$ cat src/design/rrbc_pkg.sv
// Shared types, codes and constants of the biquad cascade resampler.
package rrbc_pkg;

    localparam int SAMPLE_BITS      = 24;
    localparam int DEF_MAX_SECTIONS = 8;
    localparam int DEF_MAX_FACTOR   = 16;
    localparam int STATE_BITS       = 48;
    localparam int COEF_BITS        = 32;
    localparam int CFG_INDEX_BITS   = 2;

    localparam logic [1:0] KIND_SAMPLE = 2'd0;
    localparam logic [1:0] KIND_COEF   = 2'd1;
    localparam logic [1:0] KIND_STATE  = 2'd2;
    localparam logic [1:0] KIND_CLEAR  = 2'd3;

    localparam logic [CFG_INDEX_BITS-1:0] REG_UPSAMPLE   = 2'd0;
    localparam logic [CFG_INDEX_BITS-1:0] REG_DOWNSAMPLE = 2'd1;
    localparam logic [CFG_INDEX_BITS-1:0] REG_GAIN       = 2'd2;
    localparam logic [CFG_INDEX_BITS-1:0] REG_SECTIONS   = 2'd3;

    typedef struct packed {
        logic [1:0]                    kind;
        logic signed [SAMPLE_BITS-1:0] sample;
        logic [5:0]                    entry_index;
        logic signed [STATE_BITS-1:0]  entry_value;
    } s_item_t;

    typedef struct packed {
        logic signed [SAMPLE_BITS-1:0] filtered_sample;
        logic                          last_of_run;
    } m_item_t;

    typedef enum logic [1:0] {
        MUL_NONE = 2'd0,
        MUL_LO   = 2'd1,
        MUL_HI   = 2'd2,
        MUL_FIN  = 2'd3
    } mul_op_t;

    typedef enum logic [2:0] {
        ACC_NONE = 3'd0,
        ACC_LOAD = 3'd1,
        ACC_SUB  = 3'd2,
        ACC_ADDS = 3'd3
    } acc_op_t;

    // Address fields are sized for the largest supported section count.
    typedef struct packed {
        logic       item_load;
        logic       coef_wr;
        logic       state_wr_item;
        logic       state_clear;
        logic [7:0] coef_addr;
        logic [5:0] state_addr;
        mul_op_t    mul_op;
        logic       use_gain;
        logic       src_y;
        acc_op_t    acc_op;
        logic       y_load;
        logic       state_wr_acc;
        logic       v_load_sample;
        logic       v_from_y;
        logic       out_load;
        logic       out_last;
    } rrbc_cmd_t;

    typedef struct packed {
        logic [1:0] kind;
        logic       out_free;
    } rrbc_status_t;

endpackage

$ cat src/design/rrbc_ctrl.sv
// Sequencer that steps items, passes, sections and products through the datapath.
module rrbc_ctrl #(
    parameter int MAX_SECTIONS = rrbc_pkg::DEF_MAX_SECTIONS,
    parameter int MAX_FACTOR   = rrbc_pkg::DEF_MAX_FACTOR
) (
    input  logic                 aclk,
    input  logic                 aresetn,
    input  logic                 s_valid,
    output logic                 s_ready,
    input  logic [4:0]           up_raw,
    input  logic [4:0]           down_raw,
    input  logic [3:0]           sec_raw,
    input  rrbc_pkg::rrbc_status_t status,
    output rrbc_pkg::rrbc_cmd_t  cmd
);
    import rrbc_pkg::*;

    localparam int PL_W  = $clog2(MAX_FACTOR + 1);
    localparam int NS_W  = $clog2(MAX_SECTIONS + 1);
    localparam int CF_AW = $clog2(5 * MAX_SECTIONS);
    localparam int ST_AW = $clog2(2 * MAX_SECTIONS);

    localparam logic [2:0] T_B0 = 3'd0;
    localparam logic [2:0] T_B1 = 3'd1;
    localparam logic [2:0] T_A1 = 3'd2;
    localparam logic [2:0] T_B2 = 3'd3;
    localparam logic [2:0] T_A2 = 3'd4;

    typedef enum logic [12:0] {
        ST_IDLE  = 13'b0000000000001,
        ST_EXEC  = 13'b0000000000010,
        ST_START = 13'b0000000000100,
        ST_RD    = 13'b0000000001000,
        ST_MLO   = 13'b0000000010000,
        ST_MHI   = 13'b0000000100000,
        ST_MFIN  = 13'b0000001000000,
        ST_ACC   = 13'b0000010000000,
        ST_ADDS  = 13'b0000100000000,
        ST_YLD   = 13'b0001000000000,
        ST_WRS   = 13'b0010000000000,
        ST_PEND  = 13'b0100000000000,
        ST_EMIT  = 13'b1000000000000
    } state_t;

    state_t            state_reg, state_next;
    logic [PL_W-1:0]   phase_reg, phase_next;
    logic [PL_W-1:0]   pass_left_reg, pass_left_next;
    logic [NS_W-1:0]   sec_reg, sec_next;
    logic [CF_AW-1:0]  base_reg, base_next;
    logic [2:0]        t_reg, t_next;
    logic              gain_reg, gain_next;

    logic [PL_W-1:0]   p_val, q_val, ph1;
    logic [NS_W-1:0]   nsec_val;
    logic [2:0]        coef_off;
    logic              st_lsb;
    logic [CF_AW-1:0]  coef_addr;
    logic [ST_AW-1:0]  state_addr;

    always_comb begin
        if (up_raw == 5'd0) begin
            p_val = PL_W'(1);
        end else if (int'(up_raw) > MAX_FACTOR) begin
            p_val = PL_W'(MAX_FACTOR);
        end else begin
            p_val = PL_W'(up_raw);
        end
        if (down_raw == 5'd0) begin
            q_val = PL_W'(1);
        end else if (int'(down_raw) > MAX_FACTOR) begin
            q_val = PL_W'(MAX_FACTOR);
        end else begin
            q_val = PL_W'(down_raw);
        end
        if (sec_raw == 4'd0) begin
            nsec_val = NS_W'(1);
        end else if (int'(sec_raw) > MAX_SECTIONS) begin
            nsec_val = NS_W'(MAX_SECTIONS);
        end else begin
            nsec_val = NS_W'(sec_raw);
        end
    end

    // Products run in the order b0, b1, a1, b2, a2; the table holds b0 b1 b2 a1 a2.
    always_comb begin
        case (t_reg)
            T_B0:    coef_off = 3'd0;
            T_B1:    coef_off = 3'd1;
            T_A1:    coef_off = 3'd3;
            T_B2:    coef_off = 3'd2;
            default: coef_off = 3'd4;
        endcase
        if (state_reg == ST_WRS) begin
            st_lsb = (t_reg == T_A2);
        end else begin
            st_lsb = (t_reg != T_B0);
        end
        coef_addr  = base_reg + CF_AW'(coef_off);
        state_addr = ST_AW'({sec_reg, st_lsb});
    end

    assign ph1     = phase_reg + PL_W'(1);
    assign s_ready = (state_reg == ST_IDLE);

    always_comb begin
        state_next     = state_reg;
        phase_next     = phase_reg;
        pass_left_next = pass_left_reg;
        sec_next       = sec_reg;
        base_next      = base_reg;
        t_next         = t_reg;
        gain_next      = gain_reg;
        cmd            = '0;
        cmd.mul_op     = MUL_NONE;
        cmd.acc_op     = ACC_NONE;
        cmd.coef_addr  = 8'(coef_addr);
        cmd.state_addr = 6'(state_addr);
        cmd.use_gain   = gain_reg;
        cmd.src_y      = !gain_reg && (t_reg == T_A1 || t_reg == T_A2);
        unique case (state_reg)
            ST_IDLE: begin
                if (s_valid) begin
                    cmd.item_load = 1'b1;
                    state_next    = ST_EXEC;
                end
            end
            ST_EXEC: begin
                state_next = ST_IDLE;
                unique case (status.kind)
                    KIND_SAMPLE: begin
                        pass_left_next = p_val;
                        state_next     = ST_START;
                    end
                    KIND_COEF:  cmd.coef_wr = 1'b1;
                    KIND_STATE: cmd.state_wr_item = 1'b1;
                    KIND_CLEAR: begin
                        cmd.state_clear = 1'b1;
                        phase_next      = '0;
                    end
                    default: state_next = ST_IDLE;
                endcase
            end
            ST_START: begin
                cmd.v_load_sample = 1'b1;
                sec_next          = '0;
                base_next         = '0;
                t_next            = T_B0;
                gain_next         = 1'b0;
                state_next        = ST_RD;
            end
            ST_RD:  state_next = ST_MLO;
            ST_MLO: begin
                cmd.mul_op = MUL_LO;
                state_next = ST_MHI;
            end
            ST_MHI: begin
                cmd.mul_op = MUL_HI;
                state_next = ST_MFIN;
            end
            ST_MFIN: begin
                cmd.mul_op = MUL_FIN;
                state_next = gain_reg ? ST_PEND : ST_ACC;
            end
            ST_ACC: begin
                cmd.acc_op = (t_reg == T_A1 || t_reg == T_A2) ? ACC_SUB : ACC_LOAD;
                if (t_reg == T_B0 || t_reg == T_A1) begin
                    state_next = ST_ADDS;
                end else if (t_reg == T_A2) begin
                    state_next = ST_WRS;
                end else begin
                    t_next     = t_reg + 3'd1;
                    state_next = ST_RD;
                end
            end
            ST_ADDS: begin
                cmd.acc_op = ACC_ADDS;
                state_next = (t_reg == T_B0) ? ST_YLD : ST_WRS;
            end
            ST_YLD: begin
                cmd.y_load = 1'b1;
                t_next     = T_B1;
                state_next = ST_RD;
            end
            ST_WRS: begin
                cmd.state_wr_acc = 1'b1;
                if (t_reg == T_A2) begin
                    cmd.v_from_y = 1'b1;
                    if (sec_reg + NS_W'(1) == nsec_val) begin
                        gain_next  = 1'b1;
                        state_next = ST_MLO;
                    end else begin
                        sec_next   = sec_reg + NS_W'(1);
                        base_next  = base_reg + CF_AW'(5);
                        t_next     = T_B0;
                        state_next = ST_RD;
                    end
                end else begin
                    t_next     = T_B2;
                    state_next = ST_RD;
                end
            end
            ST_PEND: begin
                pass_left_next = pass_left_reg - PL_W'(1);
                if (ph1 >= q_val) begin
                    phase_next = '0;
                    state_next = ST_EMIT;
                end else begin
                    phase_next = ph1;
                    state_next = (pass_left_reg == PL_W'(1)) ? ST_IDLE : ST_START;
                end
            end
            ST_EMIT: begin
                if (status.out_free) begin
                    cmd.out_load = 1'b1;
                    // A further result needs a full downsample period of passes.
                    cmd.out_last = (pass_left_reg < q_val);
                    state_next   = (pass_left_reg == '0) ? ST_IDLE : ST_START;
                end
            end
            default: state_next = ST_IDLE;
        endcase
    end

    always_ff @(posedge aclk) begin
        if (!aresetn) begin
            state_reg     <= ST_IDLE;
            phase_reg     <= '0;
            pass_left_reg <= '0;
            sec_reg       <= '0;
            base_reg      <= '0;
            t_reg         <= T_B0;
            gain_reg      <= 1'b0;
        end else begin
            state_reg     <= state_next;
            phase_reg     <= phase_next;
            pass_left_reg <= pass_left_next;
            sec_reg       <= sec_next;
            base_reg      <= base_next;
            t_reg         <= t_next;
            gain_reg      <= gain_next;
        end
    end

endmodule

$ cat config.mk
export PLATFORM = sky130hd
export DESIGN_NAME = rrbc_ctrl
export DESIGN_NICKNAME = d
export VERILOG_FILES = /design/src/design/rrbc_pkg.sv /design/src/design/rrbc_ctrl.sv
export SDC_FILE = /design/constraint.sdc
export NUM_CORES = 1
export LEC_CHECK = 0
export BUFFER_PORTS_ARGS = -buffer_cell sky130_fd_sc_hd__buf_2
export CAP_MARGIN = 20
export CORE_ASPECT_RATIO = 1.5
export CORE_UTILIZATION = 40
export DETAILED_ROUTE_END_ITERATION = 10
export PLACE_DENSITY_LB_ADDON = 0.1
export SYNTH_ARGS = -nofsm -noshare
export SYNTH_HDL_FRONTEND = slang
export SYNTH_SLANG_ARGS = --single-unit
$ cat constraint.sdc
create_clock -name aclk -period 2.45 [get_ports aclk]
set_input_delay 0.245 -clock aclk [delete_from_list [all_inputs] [get_ports aclk]]
set_output_delay 0.245 -clock aclk [all_outputs]
set_load 0.05 [all_outputs]
==> flow_summary.toml, run 1 <==
[global_route]
grt_pass1_vias = 2773
antenna_found_initial = 0
grt-ovfl-total = 0
track_usage_pct = 20.9
grt_max_degree = 14
grt_pass1_wl_mm = 12.5

[detailed_routing]
first_iter_violations = 102
drc = 5
antenna_left = 0
drt_wl_total_mm = 7.75
wire_per_inst_um = 14.5
dr_total_vias = 2981
dr.pass1.iters = 7
routed_via_density = 5.58

[clock_network]
clk_latency_ps = 290
clk_pin_slew_ps = 70
clock_sinks = 37
numCtsBuffers = 5
cts_max_path_buffers = 2
cts-htree-levels = 2
holdBufCountCts = 0
clockRootBuffer = "clkbuf_8"
cts_tree = "done"

[placed_design]
hpwlAfterDp_mm = 5.92
dpl_cell_area_um2 = 3530
io_buffer_count = 46
gp_congestion = 0.863
dp_cells = 519

[timing]
fmax_ghz = 0.398
hold_violations = 0
maxSlewHeadroom_pct = 54.6
finalCritPeriodShare_pct = 102
whs_ps = 205
final-setup-viol-count = 2
drv_slew = 0
setup_ws_ps = -60.3
period_needed_ps = 2510
tns_ps = -76.8
tightest_slew_ps = 681
rsz0062_at_grt = "yes"
fin_skew_ps = 11.2

[layout]
diodes = 0
finalNonFillerCells = 534
syn_to_final_growth_pct = 38.5
nets = 499
finalInstanceArea_um2 = 3980
drive_gt1_share_pct = 39.0
fillers = 634
largest_reg_flops = 13
fin_util_pct = 57.8

[outcome]
violations = "DRC, setup timing"
status = "complete, but fails checks"

[critical_path]
critical_path_depth = 12
ff2ff_setup_slack_ps = 10
critPathBufInv = 4
crit_fanout = 3
cpMaxStageDelayCell = "dfxtp_4"
max_stage_delay_ps = 370
required_ps = 2200
crit_arrival_ps = 2270
crit_family = "adder cells"
reg2reg_to = "t_reg[0]"
path_class = "reg2out"
r2r-start = "state_reg[0]"
worst_path_most_repeated_cell = "buf_6"
start_kind = "flip-flop"
end_kind = "output pin"
path_cells = "buf_6 -> ha_4 -> buf_6 -> nor2_2 -> nor2_1 -> ha_2 -> inv_2 -> fa_2 -> nor2b_2 -> o21ai_2 -> xnor2_2 -> buf_6"
rr_worst_depth = 7

[hold_path]
whs_path_depth = 2
min_to = "state_reg[1]"
min_from = "s_valid"
hp-class = "in2reg"

[die]
rows = 37
initial_core_util_pct = 41.7
io-pin-count = 52
dieArea_um2 = 7540
die_y_um = 106
die_width_um = 71.2
core-area_um2 = 6900

[logic_synthesis]
synth_edf_count = 0
yosys.area_share.adder_pct = 10.3
synthMuxAreaShare_pct = 1.39
synth_area_um2 = 2880
seq_area_frac_synth_pct = 25.8
synth_flop_cell = "dfxtp_1"
synth_top_family_by_area = "simple AND/OR/NAND/NOR gates"
synthArstFlopShare_pct = 0
synth_xor_xnor_area_share_pct = 4.26
netlist_instances = 371
synth_seq_cells = 37
synth_compound_area_share_pct = 21.5
yosys.area_share.simple_pct = 28.8
yosys_warnings = 0
netlist-cell-type-count = 61
avgSynthCellArea_um2 = 7.75

[power]
cellLeakagePower_uw = 0.00172
p_per_area_nw_per_um2 = 314
peakVddDrop_v = 0.000337

[run]
maxCapViolCount = 0
==> per-stage QoR <==
step | worst slack (ps) | power (uW)
global placement | -31.5 | 801
detailed placement | -69.6 | 804
floorplan | -236 | 745
CTS | -71.8 | 1260
finish | -60.3 | 1250
global route | -166 | 1300
==> kinds of logic (layout without fill, tap and decap cells) <==
group,Yosys count,in the layout
and+or+nand+nor,151,151
AOI/OAI and AO/OA,95,95
buffers and inverters,46,127
DFF,37,37
adders and majority gates,23,23
xor gates and xnor gates,14,14
muxes,4,4
other,1,5
==> timing repair <==
action	CTS	global route
gates resized for setup	51	40
setup endpoints to repair	18	23
pin swaps	20	20
buffers inserted	2	6
==> worst reg2reg max path: stages, from the launching register on <==
cell	delay, ps
dfxtp_1	320
or4_4	540
or2_4	250
or3_4	360
buf_4	150
or4_4	470
o2111a_1	180
nor3_2	90
==> cell usage after synthesis (all sizes together), types with 5 or more instances <==
cell	count	share of area (%)
a21oi	27	4.7
xor2	6	1.8
inv	18	2.3
nor2	40	5.2
or2	6	1.3
buf	16	4.0
nand2	21	2.7
nor2b	5	1.1
nor3	13	2.4
or4	6	1.6
nand4b	5	1.5
a211oi	6	1.6
xnor2	8	2.4
dfxtp	37	26
clkbuf	12	1.6
and2	5	1.1
ha	22	9.6
o21ai	23	4.0
nor4	10	2.2
nand3	12	2.1
a21o	8	2.1
==> routing by layer <==
metal	share of wire, %	track usage, %	up-vias
met5	0	0	-
met4	2.7	8.86	0
met3	2.4	2.68	20
met2	55	39.5	58
met1	40	22.7	1390
li1	-	-	1513
==> final cells by class <==
cell class / count / area, um2 / share of cell area [%]
flip-flops and latches: 37 / 752 / 18.9
inverters: 18 / 73.8 / 1.85
well taps: 78 / 97.6 / 2.45
repair buffers: 102 / 749 / 18.8
clock buffers: 7 / 86.3 / 2.17
multi-input cells: 292 / 2220 / 55.8
==> placed cells by master, fill, tap and decap left out, types with 4 or more instances in the layout <==
| cell | Yosys | routed |
|---|---|---|
| a22oi_1 | 4 | 4 |
| xnor2_1 | 8 | 4 |
| a21oi_1 | 27 | 24 |
| ha_1 | 22 | 15 |
| mux2i_1 | 4 | 4 |
| nand2_1 | 21 | 20 |
| buf_2 | 4 | 32 |
| nor2_2 | 0 | 5 |
| o211ai_1 | 4 | 4 |
| buf_4 | 11 | 54 |
| buf_6 | 1 | 15 |
| nor2_1 | 40 | 33 |
| a211oi_1 | 6 | 5 |
| conb_1 | 1 | 5 |
| xor2_1 | 6 | 5 |
| nand4b_1 | 5 | 5 |
| nor3_1 | 12 | 9 |
| a21o_1 | 8 | 8 |
| clkbuf_8 | 0 | 6 |
| nand3_1 | 12 | 12 |
| nand2b_1 | 4 | 4 |
| inv_1 | 18 | 13 |
| dfxtp_2 | 0 | 6 |
| nor4_1 | 10 | 8 |
| o21ai_0 | 22 | 17 |
| or2_2 | 5 | 4 |
| nor3_2 | 1 | 4 |
| ha_4 | 0 | 4 |
| dfxtp_1 | 37 | 30 |
| xnor2_2 | 0 | 4 |
==> how the worst max path moves through the flow <==
stage	startpoint	to	slack, ps
after global placement	state_reg[0]	t_reg[0]	-30
final	t_reg[1]	cmd[23]	-60
after floorplan	state_reg[4]	sec_reg[3]	-240
after detailed placement	state_reg[0]	t_reg[1]	-70
after CTS	t_reg[1]	cmd[23]	-70
after global routing	t_reg[1]	cmd[23]	-170
==> power breakdown <==
group | leakage, uW | internal, uW | switching [uW]
clock | 0.0000443 | 224 | 223
combinational | 0.00137 | 77.8 | 121
sequential | 0.000302 | 603 | 2.81
No activity file was read; power rests on OpenSTA's default activity.
==> run 2, diff against run 1 <==
Settings changed: CORE_ASPECT_RATIO 1.5 to 0.9.
==> flow_summary.toml, run 2 (synthesized netlist as in run 1, its figures left out) <==
[global_route]
gr-usage-met3_pct = 3.11
antenna_found_initial = 0
grt-ovfl-total = 0
grtUsageMet1_pct = 27.5
grt_pass1_wl_mm = 12.6
grt_pass1_vias = 2743
track_usage_pct = 20.9
busiest_layer = "met2"
grt_max_degree = 18
use_met2_pct = 35.9

[detailed_routing]
antenna_left = 0
drt_wl_total_mm = 7.56
drc = 0
first_iter_violations = 115
routed_via_density = 5.41
wire_per_inst_um = 13.9
dr.pass1.iters = 4
dr_total_vias = 2935

[placed_design]
pre_cts_ws_ps = -86.5
io_buffer_count = 46
gp_congestion = 0.817
dpl_cell_area_um2 = 3500
hpwlAfterDp_mm = 5.77

[timing]
hold_violations = 0
period_needed_ps = 2450
rsz0062_at_grt = "yes"
final-setup-viol-count = 1
setup_ws_ps = -1.43
fin_skew_ps = 8.82
tightest_slew_ps = 790
drv_slew = 0
whs_ps = 203
finalCritPeriodShare_pct = 100
maxSlewHeadroom_pct = 47.3
fmax_ghz = 0.408

[clock_network]
clock_sinks = 37
holdBufCountCts = 0
clockRootBuffer = "clkbuf_8"
cts-htree-levels = 2
clk_pin_slew_ps = 70
numCtsBuffers = 5
cts_tree = "done"
cts_max_path_buffers = 2
clk_latency_ps = 300

[layout]
final_cell_mix = "buf_4, nor2_1, buf_2"
final-seq-area_um2 = 754
nets = 495
largest_reg_flops = 13
layout_commonest_cell = "buf_4"
fillers = 631
finalInstanceArea_um2 = 3950
syn_to_final_growth_pct = 37.4
multi_input_area_um2 = 2220
drive_gt1_share_pct = 36.9
diodes = 0

[power]
peakVddDrop_v = 0.000207
p_per_area_nw_per_um2 = 310
cellLeakagePower_uw = 0.00169

[run]
maxCapViolCount = 0

[critical_path]
crit_arrival_ps = 2210
ff2ff_setup_slack_ps = 10
rr_worst_depth = 8
end_kind = "output pin"
start_kind = "flip-flop"
crit_fanout = 3
startpoint = "state_reg[7]"
reg2reg_to = "sec_reg[2]"
required_ps = 2200
r2r-start = "state_reg[7]"
path_class = "reg2out"
endpoint = "cmd[7]"

[die]
rows = 28
dieArea_um2 = 7540
initial_core_util_pct = 42.5
die_y_um = 82.5
die_width_um = 91.4
core-area_um2 = 6760
io-pin-count = 52

[outcome]
status = "complete, but fails checks"
violations = "setup timing"

[hold_path]
hp-class = "in2reg"
[run 2: cell types whose count changed in the layout (fill, tap and decap cells not counted), sizes merged]
cell and delta:
buf -4, clkbuf +1
[run 2: report_power, final]
group	total (uW)	internal (uW)	switching [uW]
Clock	423	202	221
Sequential	604	602	2.06
Combinational	199	74.7	124
Total	1230	879	348
[run 2: how the worst min path moves through the flow]
stage,start,end,slack [ps],cells after the start
final,s_valid,state_reg[1],200,2
after global routing,s_valid,state_reg[1],210,2
after CTS,s_valid,state_reg[1],190,2
after detailed placement,s_valid,state_reg[1],500,2
after global placement,base_reg[2],base_reg[2],500,2
after floorplan,s_valid,state_reg[1],390,1
[run 2: metal layers]
layer | vias up | share of wire, %
li1 | 1512 | -
met1 | 1372 | 49
met2 | 44 | 47
met3 | 7 | 2.9
met4 | 0 | 0.99
met5 | - | 0
[run 2: layout make-up]
class | instances | share of cell area (%)
multi-input cells | 292 | 56.1
well taps | 90 | 2.85
inverters | 18 | 1.87
clock buffers | 8 | 2.03
flip-flops and latches | 37 | 19.1
repair buffers | 98 | 18.1
[run 2: stage by stage]
stage / power (uW) / util, % / instances / setup TNS [ps]
after global routing: 1290 / 58.5 / 543 / -685
final: 1230 / 58.5 / 543 / -1.43
after floorplan: 745 / - / 375 / -1950
after global placement: 801 / 51.8 / 525 / -134
after detailed placement: 803 / 51.8 / 525 / -222
after CTS: 1230 / 55.3 / 534 / -78.6
[run 2: what timing repair did]
action,4_1_cts,5_1_grt
pin swaps,11,15
buffers inserted,1,9
endpoints found under the setup margin,21,25
gates resized for setup,48,41
gates cloned,0,0
[run 2: worst max-delay path, cell delays in order, from the launching register on]
cell     delay [ps]
dfxtp_2         320
or4_4           530
or2_4           270
or4b_4          540
o21ai_4          90
buf_8           160
